File: config.mk
export PLATFORM = sky130hd
export DESIGN_NAME = queue_admission_red_taildrop
export DESIGN_NICKNAME = d
export VERILOG_FILES = /design/src/qadm_pkg.sv /design/src/qadm_cfg_regs.sv /design/src/qadm_decide.sv /design/src/queue_admission_red_taildrop.sv
export SDC_FILE = /design/constraint.sdc
export NUM_CORES = 2
export LEC_CHECK = 0
export BUFFER_PORTS_ARGS = -buffer_cell sky130_fd_sc_hd__buf_2
export CAP_MARGIN = 20
export CORE_MARGIN = 4
export CORE_UTILIZATION = 45
export CTS_CLUSTER_DIAMETER = 30
export DETAILED_ROUTE_END_ITERATION = 12
export GPL_ROUTABILITY_DRIVEN = 0
export GPL_TIMING_DRIVEN = 0
export PLACE_DENSITY = 0.66
export SLEW_MARGIN = 15
export SYNTH_ARGS = -nofsm -noshare
export SYNTH_HDL_FRONTEND = slang
export SYNTH_SLANG_ARGS = --single-unit
File: constraint.sdc
create_clock -name clk -period 13.2 [get_ports clk]
set_input_delay 1.98 -clock clk [delete_from_list [all_inputs] [get_ports clk]]
set_output_delay 1.98 -clock clk [all_outputs]
set_load 0.01 [all_outputs]
File: src/qadm_pkg.sv
// shared types, register indexes and constants for the queue admission block
package qadm_pkg;

  localparam int FIELD_W       = 16;
  localparam int PROB_W        = 17;
  localparam int OUT_COUNT_W   = 32;
  localparam int CFG_IDX_W     = 3;
  localparam int CFG_DATA_W    = 17;
  localparam int IN_DATA_W     = 32;
  localparam int OUT_DATA_W    = 72;

  localparam int DEPTH_BITS_DEF = 16;
  localparam int COUNT_BITS_DEF = 32;

  localparam logic [PROB_W-1:0]  PROB_ONE    = 17'h10000;
  localparam logic [FIELD_W-1:0] LIMIT_RESET = 16'hFFFF;

  localparam logic [CFG_IDX_W-1:0] REG_POLICY   = 3'd0;
  localparam logic [CFG_IDX_W-1:0] REG_LIMIT    = 3'd1;
  localparam logic [CFG_IDX_W-1:0] REG_RED_MIN  = 3'd2;
  localparam logic [CFG_IDX_W-1:0] REG_RED_MAX  = 3'd3;
  localparam logic [CFG_IDX_W-1:0] REG_RED_PROB = 3'd4;

  typedef enum logic [1:0] {
    POL_UNLIMITED = 2'd0,
    POL_FIFO      = 2'd1,
    POL_RED       = 2'd2,
    POL_TOKEN     = 2'd3
  } policy_t;

  typedef enum logic [1:0] {
    CAUSE_ADMIT = 2'd0,
    CAUSE_TAIL  = 2'd1,
    CAUSE_EARLY = 2'd2
  } cause_t;

  typedef struct packed {
    policy_t              policy_mode;
    logic [FIELD_W-1:0]   queue_limit;
    logic [FIELD_W-1:0]   red_min_threshold;
    logic [FIELD_W-1:0]   red_max_threshold;
    logic [PROB_W-1:0]    red_max_probability;
  } cfg_t;

endpackage

File: src/qadm_cfg_regs.sv
// configuration register file with counter clear on policy writes
module qadm_cfg_regs #(
  parameter int DEPTH_BITS = qadm_pkg::DEPTH_BITS_DEF
) (
  input  logic                             clk,
  input  logic                             rst_n,
  input  logic                             cfg_wr_en,
  input  logic [qadm_pkg::CFG_IDX_W-1:0]   cfg_index,
  input  logic [qadm_pkg::CFG_DATA_W-1:0]  cfg_wdata,
  output qadm_pkg::cfg_t                   cfg,
  output logic                             cnt_clear
);

  localparam int DW = (DEPTH_BITS < qadm_pkg::FIELD_W) ? DEPTH_BITS : qadm_pkg::FIELD_W;
  localparam logic [qadm_pkg::FIELD_W-1:0] DEPTH_MASK =
    {qadm_pkg::FIELD_W{1'b1}} >> (qadm_pkg::FIELD_W - DW);

  qadm_pkg::cfg_t cfg_r, cfg_nxt;
  logic [qadm_pkg::FIELD_W-1:0] wdata_depth;

  assign wdata_depth = cfg_wdata[qadm_pkg::FIELD_W-1:0] & DEPTH_MASK;

  always_comb begin
    cfg_nxt = cfg_r;
    if (cfg_wr_en) begin
      case (cfg_index)
        qadm_pkg::REG_POLICY:   cfg_nxt.policy_mode = qadm_pkg::policy_t'(cfg_wdata[1:0]);
        qadm_pkg::REG_LIMIT:    cfg_nxt.queue_limit = wdata_depth;
        qadm_pkg::REG_RED_MIN:  cfg_nxt.red_min_threshold = wdata_depth;
        qadm_pkg::REG_RED_MAX:  cfg_nxt.red_max_threshold = wdata_depth;
        qadm_pkg::REG_RED_PROB: cfg_nxt.red_max_probability = cfg_wdata;
        default:                cfg_nxt = cfg_r;
      endcase
    end
  end

  always_ff @(posedge clk) begin
    if (!rst_n) begin
      cfg_r.policy_mode         <= qadm_pkg::POL_UNLIMITED;
      cfg_r.queue_limit         <= qadm_pkg::LIMIT_RESET & DEPTH_MASK;
      cfg_r.red_min_threshold   <= '0;
      cfg_r.red_max_threshold   <= '0;
      cfg_r.red_max_probability <= '0;
    end else begin
      cfg_r <= cfg_nxt;
    end
  end

  assign cfg       = cfg_r;
  assign cnt_clear = cfg_wr_en && (cfg_index == qadm_pkg::REG_POLICY);

endmodule

File: src/qadm_decide.sv
// admission decision for one request under the selected policy
module qadm_decide (
  input  qadm_pkg::cfg_t                  cfg,
  input  logic [qadm_pkg::FIELD_W-1:0]    queue_depth,
  input  logic [qadm_pkg::FIELD_W-1:0]    random_sample,
  output qadm_pkg::cause_t                cause
);

  localparam int FW = qadm_pkg::FIELD_W;
  localparam int PW = qadm_pkg::PROB_W;

  logic [PW-1:0]      prob_sat;
  logic [FW-1:0]      span;
  logic [FW-1:0]      over;
  logic [2*FW-1:0]    lhs;
  logic [PW+FW-1:0]   rhs;
  logic               below_limit;
  logic               slope_drop;
  logic               flat_drop;
  qadm_pkg::cause_t   red_cause;

  // probability above one saturates to one
  assign prob_sat = (cfg.red_max_probability > qadm_pkg::PROB_ONE) ?
                    qadm_pkg::PROB_ONE : cfg.red_max_probability;

  assign span = cfg.red_max_threshold - cfg.red_min_threshold;
  assign over = queue_depth - cfg.red_min_threshold;
  assign lhs  = (2*FW)'(random_sample) * (2*FW)'(span);
  assign rhs  = (PW+FW)'(prob_sat) * (PW+FW)'(over);

  assign slope_drop  = {{(PW-FW){1'b0}}, lhs} < rhs;
  assign flat_drop   = {{(PW-FW){1'b0}}, random_sample} < prob_sat;
  assign below_limit = queue_depth < cfg.queue_limit;

  always_comb begin
    if (queue_depth < cfg.red_min_threshold) begin
      red_cause = qadm_pkg::CAUSE_ADMIT;
    end else if (queue_depth < cfg.red_max_threshold) begin
      red_cause = slope_drop ? qadm_pkg::CAUSE_EARLY : qadm_pkg::CAUSE_ADMIT;
    end else if (below_limit) begin
      red_cause = flat_drop ? qadm_pkg::CAUSE_EARLY : qadm_pkg::CAUSE_ADMIT;
    end else begin
      red_cause = qadm_pkg::CAUSE_TAIL;
    end
  end

  always_comb begin
    case (cfg.policy_mode)
      qadm_pkg::POL_FIFO,
      qadm_pkg::POL_TOKEN: cause = below_limit ? qadm_pkg::CAUSE_ADMIT : qadm_pkg::CAUSE_TAIL;
      qadm_pkg::POL_RED:   cause = red_cause;
      default:             cause = qadm_pkg::CAUSE_ADMIT;
    endcase
  end

endmodule

File: src/queue_admission_red_taildrop.sv
// top level of the queue admission block: request register, decision, result register
//
// Each request on the in_ stream carries the current queue depth and a uniform
// random sample; each one yields exactly one result on the out_ stream with the
// admit flag, the drop cause and both drop counters as they stand after it.
// Policy: unlimited, fifo tail drop, random early detection or token tail drop.
// The request register loads when a request is accepted, and the decision logic
// (a 16x16 and a 17x16 multiply with compares) then loads the result register,
// which drives out_tvalid; that load waits while a result is held with out_tready low.
// While out_tready stays high a new request is taken every cycle, so sustained
// throughput is one request per clock.
// If out_tready is low the result register holds and one more request waits in
// the request register; in_tready drops only when both are full.
// Configuration is a plain write port; a write to policy_mode clears both drop
// counters. Writes are expected only while no request is in flight.
// Synchronous reset loads the register defaults, zeroes the counters and
// empties both stages.
module queue_admission_red_taildrop #(
  parameter int DEPTH_BITS = qadm_pkg::DEPTH_BITS_DEF,
  parameter int COUNT_BITS = qadm_pkg::COUNT_BITS_DEF
) (
  input  logic                               clk,
  input  logic                               rst_n,
  // fields from bit 0: queue_depth[15:0], random_sample[31:16]
  input  logic [qadm_pkg::IN_DATA_W-1:0]     in_tdata,
  input  logic                               in_tvalid,
  output logic                               in_tready,
  // fields from bit 0: admit[0], drop_cause[2:1], tail_drop_total[34:3],
  // early_drop_total[66:35], zero pad[71:67]
  output logic [qadm_pkg::OUT_DATA_W-1:0]    out_tdata,
  output logic                               out_tvalid,
  input  logic                               out_tready,
  input  logic                               cfg_wr_en,
  input  logic [qadm_pkg::CFG_IDX_W-1:0]     cfg_index,
  input  logic [qadm_pkg::CFG_DATA_W-1:0]    cfg_wdata
);

  localparam int FW = qadm_pkg::FIELD_W;
  localparam int OW = qadm_pkg::OUT_COUNT_W;
  localparam int DW = (DEPTH_BITS < FW) ? DEPTH_BITS : FW;
  localparam logic [FW-1:0] DEPTH_MASK = {FW{1'b1}} >> (FW - DW);
  localparam int PAD_W = qadm_pkg::OUT_DATA_W - (3 + 2 * OW);

  qadm_pkg::cfg_t    cfg;
  logic              cnt_clear;
  qadm_pkg::cause_t  cause;

  logic              req_valid_r;
  logic [FW-1:0]     req_depth_r;
  logic [FW-1:0]     req_rnd_r;

  logic              out_valid_r;
  logic              admit_r;
  qadm_pkg::cause_t  cause_r;
  logic [OW-1:0]     tail_total_r;
  logic [OW-1:0]     early_total_r;

  logic [COUNT_BITS-1:0] tail_cnt_r, tail_cnt_nxt;
  logic [COUNT_BITS-1:0] early_cnt_r, early_cnt_nxt;

  logic              in_accept;
  logic              out_load;

  qadm_cfg_regs #(
    .DEPTH_BITS(DEPTH_BITS)
  ) u_cfg (
    .clk       (clk),
    .rst_n     (rst_n),
    .cfg_wr_en (cfg_wr_en),
    .cfg_index (cfg_index),
    .cfg_wdata (cfg_wdata),
    .cfg       (cfg),
    .cnt_clear (cnt_clear)
  );

  qadm_decide u_decide (
    .cfg           (cfg),
    .queue_depth   (req_depth_r),
    .random_sample (req_rnd_r),
    .cause         (cause)
  );

  assign out_load  = req_valid_r && (!out_valid_r || out_tready);
  assign in_tready = !req_valid_r || out_load;
  assign in_accept = in_tvalid && in_tready;

  always_ff @(posedge clk) begin
    if (!rst_n) begin
      req_valid_r <= 1'b0;
    end else if (in_accept) begin
      req_valid_r <= 1'b1;
    end else if (out_load) begin
      req_valid_r <= 1'b0;
    end
  end

  always_ff @(posedge clk) begin
    if (in_accept) begin
      req_depth_r <= in_tdata[FW-1:0] & DEPTH_MASK;
      req_rnd_r   <= in_tdata[2*FW-1:FW];
    end
  end

  always_comb begin
    tail_cnt_nxt  = tail_cnt_r;
    early_cnt_nxt = early_cnt_r;
    if (out_load) begin
      case (cause)
        qadm_pkg::CAUSE_TAIL:  tail_cnt_nxt  = tail_cnt_r + COUNT_BITS'(1);
        qadm_pkg::CAUSE_EARLY: early_cnt_nxt = early_cnt_r + COUNT_BITS'(1);
        default: begin
          tail_cnt_nxt  = tail_cnt_r;
          early_cnt_nxt = early_cnt_r;
        end
      endcase
    end
  end

  always_ff @(posedge clk) begin
    if (!rst_n || cnt_clear) begin
      tail_cnt_r  <= '0;
      early_cnt_r <= '0;
    end else begin
      tail_cnt_r  <= tail_cnt_nxt;
      early_cnt_r <= early_cnt_nxt;
    end
  end

  always_ff @(posedge clk) begin
    if (!rst_n) begin
      out_valid_r <= 1'b0;
    end else if (out_load) begin
      out_valid_r <= 1'b1;
    end else if (out_tready) begin
      out_valid_r <= 1'b0;
    end
  end

  always_ff @(posedge clk) begin
    if (out_load) begin
      admit_r       <= (cause == qadm_pkg::CAUSE_ADMIT);
      cause_r       <= cause;
      tail_total_r  <= OW'(tail_cnt_nxt);
      early_total_r <= OW'(early_cnt_nxt);
    end
  end

  assign out_tvalid = out_valid_r;
  assign out_tdata  = {{PAD_W{1'b0}}, early_total_r, tail_total_r, cause_r, admit_r};

endmodule

==> results by group <==
Run status
  • Status: finished clean

Worst setup path
  • Critical path's largest stage delay: 0.56 ns
  • WP data arrival: 12.88 ns
  • Slowest CP cell: fa_1
  • CP Launch Point: u_cfg.cfg[33]$_SDFFE_PN0P_
  • Worst reg2reg startpoint: u_cfg.cfg[33]$_SDFFE_PN0P_
  • Critical path capture point type: flip-flop
  • Startpoint types: flip-flop
  • CP max FO: 10
  • Most used cell, CP: fa_1
  • WP data required: 13.53 ns
  • Setup CP Type: reg2reg

Clock network
  • Clock sinks: 232
  • CTS Root Cell: clkbuf_16
  • Worst-skew pair later-pin latency: 0.62 ns
  • Clock Tree Buf Depth: 3
  • Clock transition at path regs: 0.05 ns
  • TritonCTS Buffers: 54
  • H-tree depth: 2
  • CTS tree: yes

Synthesis
  • Sequential fraction of the synthesis area: 0.1905
  • Cell variety after synth: 70
  • Top FF cell, synth: dfxtp_1
  • Synth Warn #: 0
  • Flops & latches, synth: 232
  • FFs w/ async S/R, synth: 0
  • Post-Synthesis Cells: 3333
  • Post-Syn Area: 29570 um2
  • Syn_area_per_cell: 8.873 um2
  • Number of synthesized flops with an enable pin: 99

Die
  • Initial core utilization: 0.4563
  • Die area: 69890 um2
  • Total core area: 64810 um2
  • Die Y: 264.4 um
  • Rows: 93
  • I/O Pins: 131
  • Die width: 264.4 um

Global route
  • Gr usage total: 0.2374
  • Largest net degree at the start of global routing: 77
  • First-pass GRT wire length: 131600 um
  • Initial antenna violation count: 20
  • GRT Residual Overflow: 0
  • Vias in the first global route: 23970

Timing
  • Max-slew violation count: 0
  • RSZ-0062 raised after global routing: no
  • Fin Setup TNS: 0 ns
  • Max frequency: 0.07966 GHz
  • Final Hold Violating Endpoints: 0
  • Worst slew pin tran: 1.124 ns
  • Period utilization: 0.9510
  • WHS: 0.4646 ns
  • Worst clock skew: 0.04940 ns
  • Endpoints failing setup: 0
  • Final worst setup slack: 0.6464 ns
  • Tmin final: 12.55 ns
  • Worst relative slew slack: 0.2480

Detailed routing
  • DR iter-0 viols: 1392
  • Via count: 23220
  • WL/cell: 18.56 um
  • Via/cell ratio: 5.233
  • TritonRoute pass-1 iters: 5
  • Final antenna-violating net count: 0
  • Residual DRC: 0
  • Final WL: 82340 um

Layout
  • Fill count: 6057
  • Area Overhead vs Synth: 13.60%
  • Ratio of cells with drive above 1 in the final layout: 0.07893
  • Design Area, Final: 33600 um2
  • Final net count: 4307

Placed design
  • IO buf count: 124
  • DPL Wire Length: 65990 um
  • Placed Area: 31340 um2
  • Worst slack, placed: 0.05682 ns

Pwr
  • Pwr Total: 0.008447 W
  • Pleak: 16.04 nW
  • Worst VDD drop: 0.3690 mV
  • Power density cells: 251.4 nW/um2

Min path
  • Hold Path Class: reg2reg
  • Min-delay src: u_cfg.cfg[37]$_SDFFE_PN0P_

Job
  • Max cap viols: 0
cell usage in the layout, fill, tap and decap left out, types with 67 or more instances in the layout:
| cell | Yosys | final |
|---|---|---|
| ha_1 | 319 | 319 |
| nor2_1 | 150 | 150 |
| a21oi_1 | 100 | 100 |
| inv_1 | 608 | 608 |
| dfxtp_1 | 133 | 133 |
| edfxtp_1 | 99 | 99 |
| xnor2_1 | 76 | 67 |
| clkbuf_1 | 109 | 108 |
| nand2_1 | 531 | 531 |
| fa_1 | 404 | 404 |
| buf_2 | 2 | 129 |
| and2_1 | 151 | 150 |
cells in the mapped netlist (39+ instances only):
cell | number | area (um2)
dfxtp_1 | 133 | 2663
clkbuf_1 | 109 | 409.1
fa_1 | 404 | 8088
nand2b_1 | 45 | 281.5
nand3_1 | 47 | 235.2
edfxtp_1 | 99 | 2973
a21oi_1 | 100 | 500.5
a21o_1 | 39 | 292.8
xor2_1 | 48 | 420.4
inv_1 | 608 | 2282
nor2_1 | 150 | 563.0
ha_1 | 319 | 3991
a21boi_0 | 53 | 397.9
and2_1 | 151 | 944.7
o21ai_0 | 45 | 225.2
nand2_1 | 531 | 1993
xnor2_1 | 76 | 665.6
state kept, by name (all words and copies together) (netlist names):
name and cells:
early_total_r 32, out_tvalid 1, u_cfg.cfg 67, admit_r 1
req_rnd_r 16, tail_total_r 32, req_valid_r 1, cause_r 2
tail_cnt_r 32, req_depth_r 16, early_cnt_r 32
critical path: cells and delay by family, from the launching register on:
family	cells	cell delay (ns)
compound gates	21	5.01
simple gates	5	0.68
flops	1	0.47
buf+inv	7	1.11
xor+xnor	2	0.53
fa+ha+maj	10	4.40
layer usage:
layer	vias up	GRT usage	wire length [um]
met5	-	0	160
met4	22	0.06925	2450
met3	174	0.06488	7412
met2	782	0.3849	37620
met1	11240	0.3137	34700
li1	11000	-	-
final timing paths:
| kind | end | slack (ns) | cells after the start |
|---|---|---|---|
| hold / removal | u_cfg.cfg[37]$_SDFFE_PN0P_ | 0.46 | 2 |
| setup / recovery | early_total_r[9]$_DFFE_PP_ | 0.65 | 45 |
| hold reg to reg | u_cfg.cfg[37]$_SDFFE_PN0P_ | 0.46 | 2 |
| setup reg to reg | early_total_r[9]$_DFFE_PP_ | 0.65 | 45 |
through the flow:
step	util	std cells
global placement	0.4826	4316
CTS	0.5152	4423
finish	0.5183	4437
detailed placement	0.4836	4321
global route	0.5181	4430
floorplan	-	3337
cell type report:
cell class | count | area, um2 | share of cell area
Multi-Input combinational cell | 2373 | 21310 | 0.6343
Sequential cell | 232 | 5635 | 0.1677
Inverter | 614 | 2310 | 0.06875
Clock buffer | 72 | 1607 | 0.04782
Tap cell | 855 | 1070 | 0.03184
Timing Repair Buffer | 134 | 708.2 | 0.02108
Buffer | 118 | 488.0 | 0.01452
Clock inverter | 30 | 446.7 | 0.01330
Antenna cell | 9 | 22.52 | 0.0006704
repair_timing:
item,in CTS,in global routing
resized for setup,0,40
hold buffers,0,0
buffers inserted,0,1
hold endpoints to repair,0,0
endpoints found under the setup margin,0,66
power by group:
part	leakage (nW)	internal, W	switching [W]
Clock	1.01	0.00103	0.000462
Combinational	13.0	0.00260	0.00356
Sequential	1.98	0.000772	0.0000242
logic make-up (layout without fill, tap and decap cells):
kind of cell | Yosys count | after routing | share of synthesized area
fa+ha+maj | 723 | 723 | 0.4084
xor+xnor | 124 | 124 | 0.03672
other cells | 1 | 14 | 0.0001268
flops | 232 | 232 | 0.1905
buf+inv | 732 | 968 | 0.09388
simple gates | 1129 | 1129 | 0.1815
mux | 12 | 12 | 0.004104
compound gates | 380 | 380 | 0.08470
No activity file was read; power rests on OpenSTA's default activity.
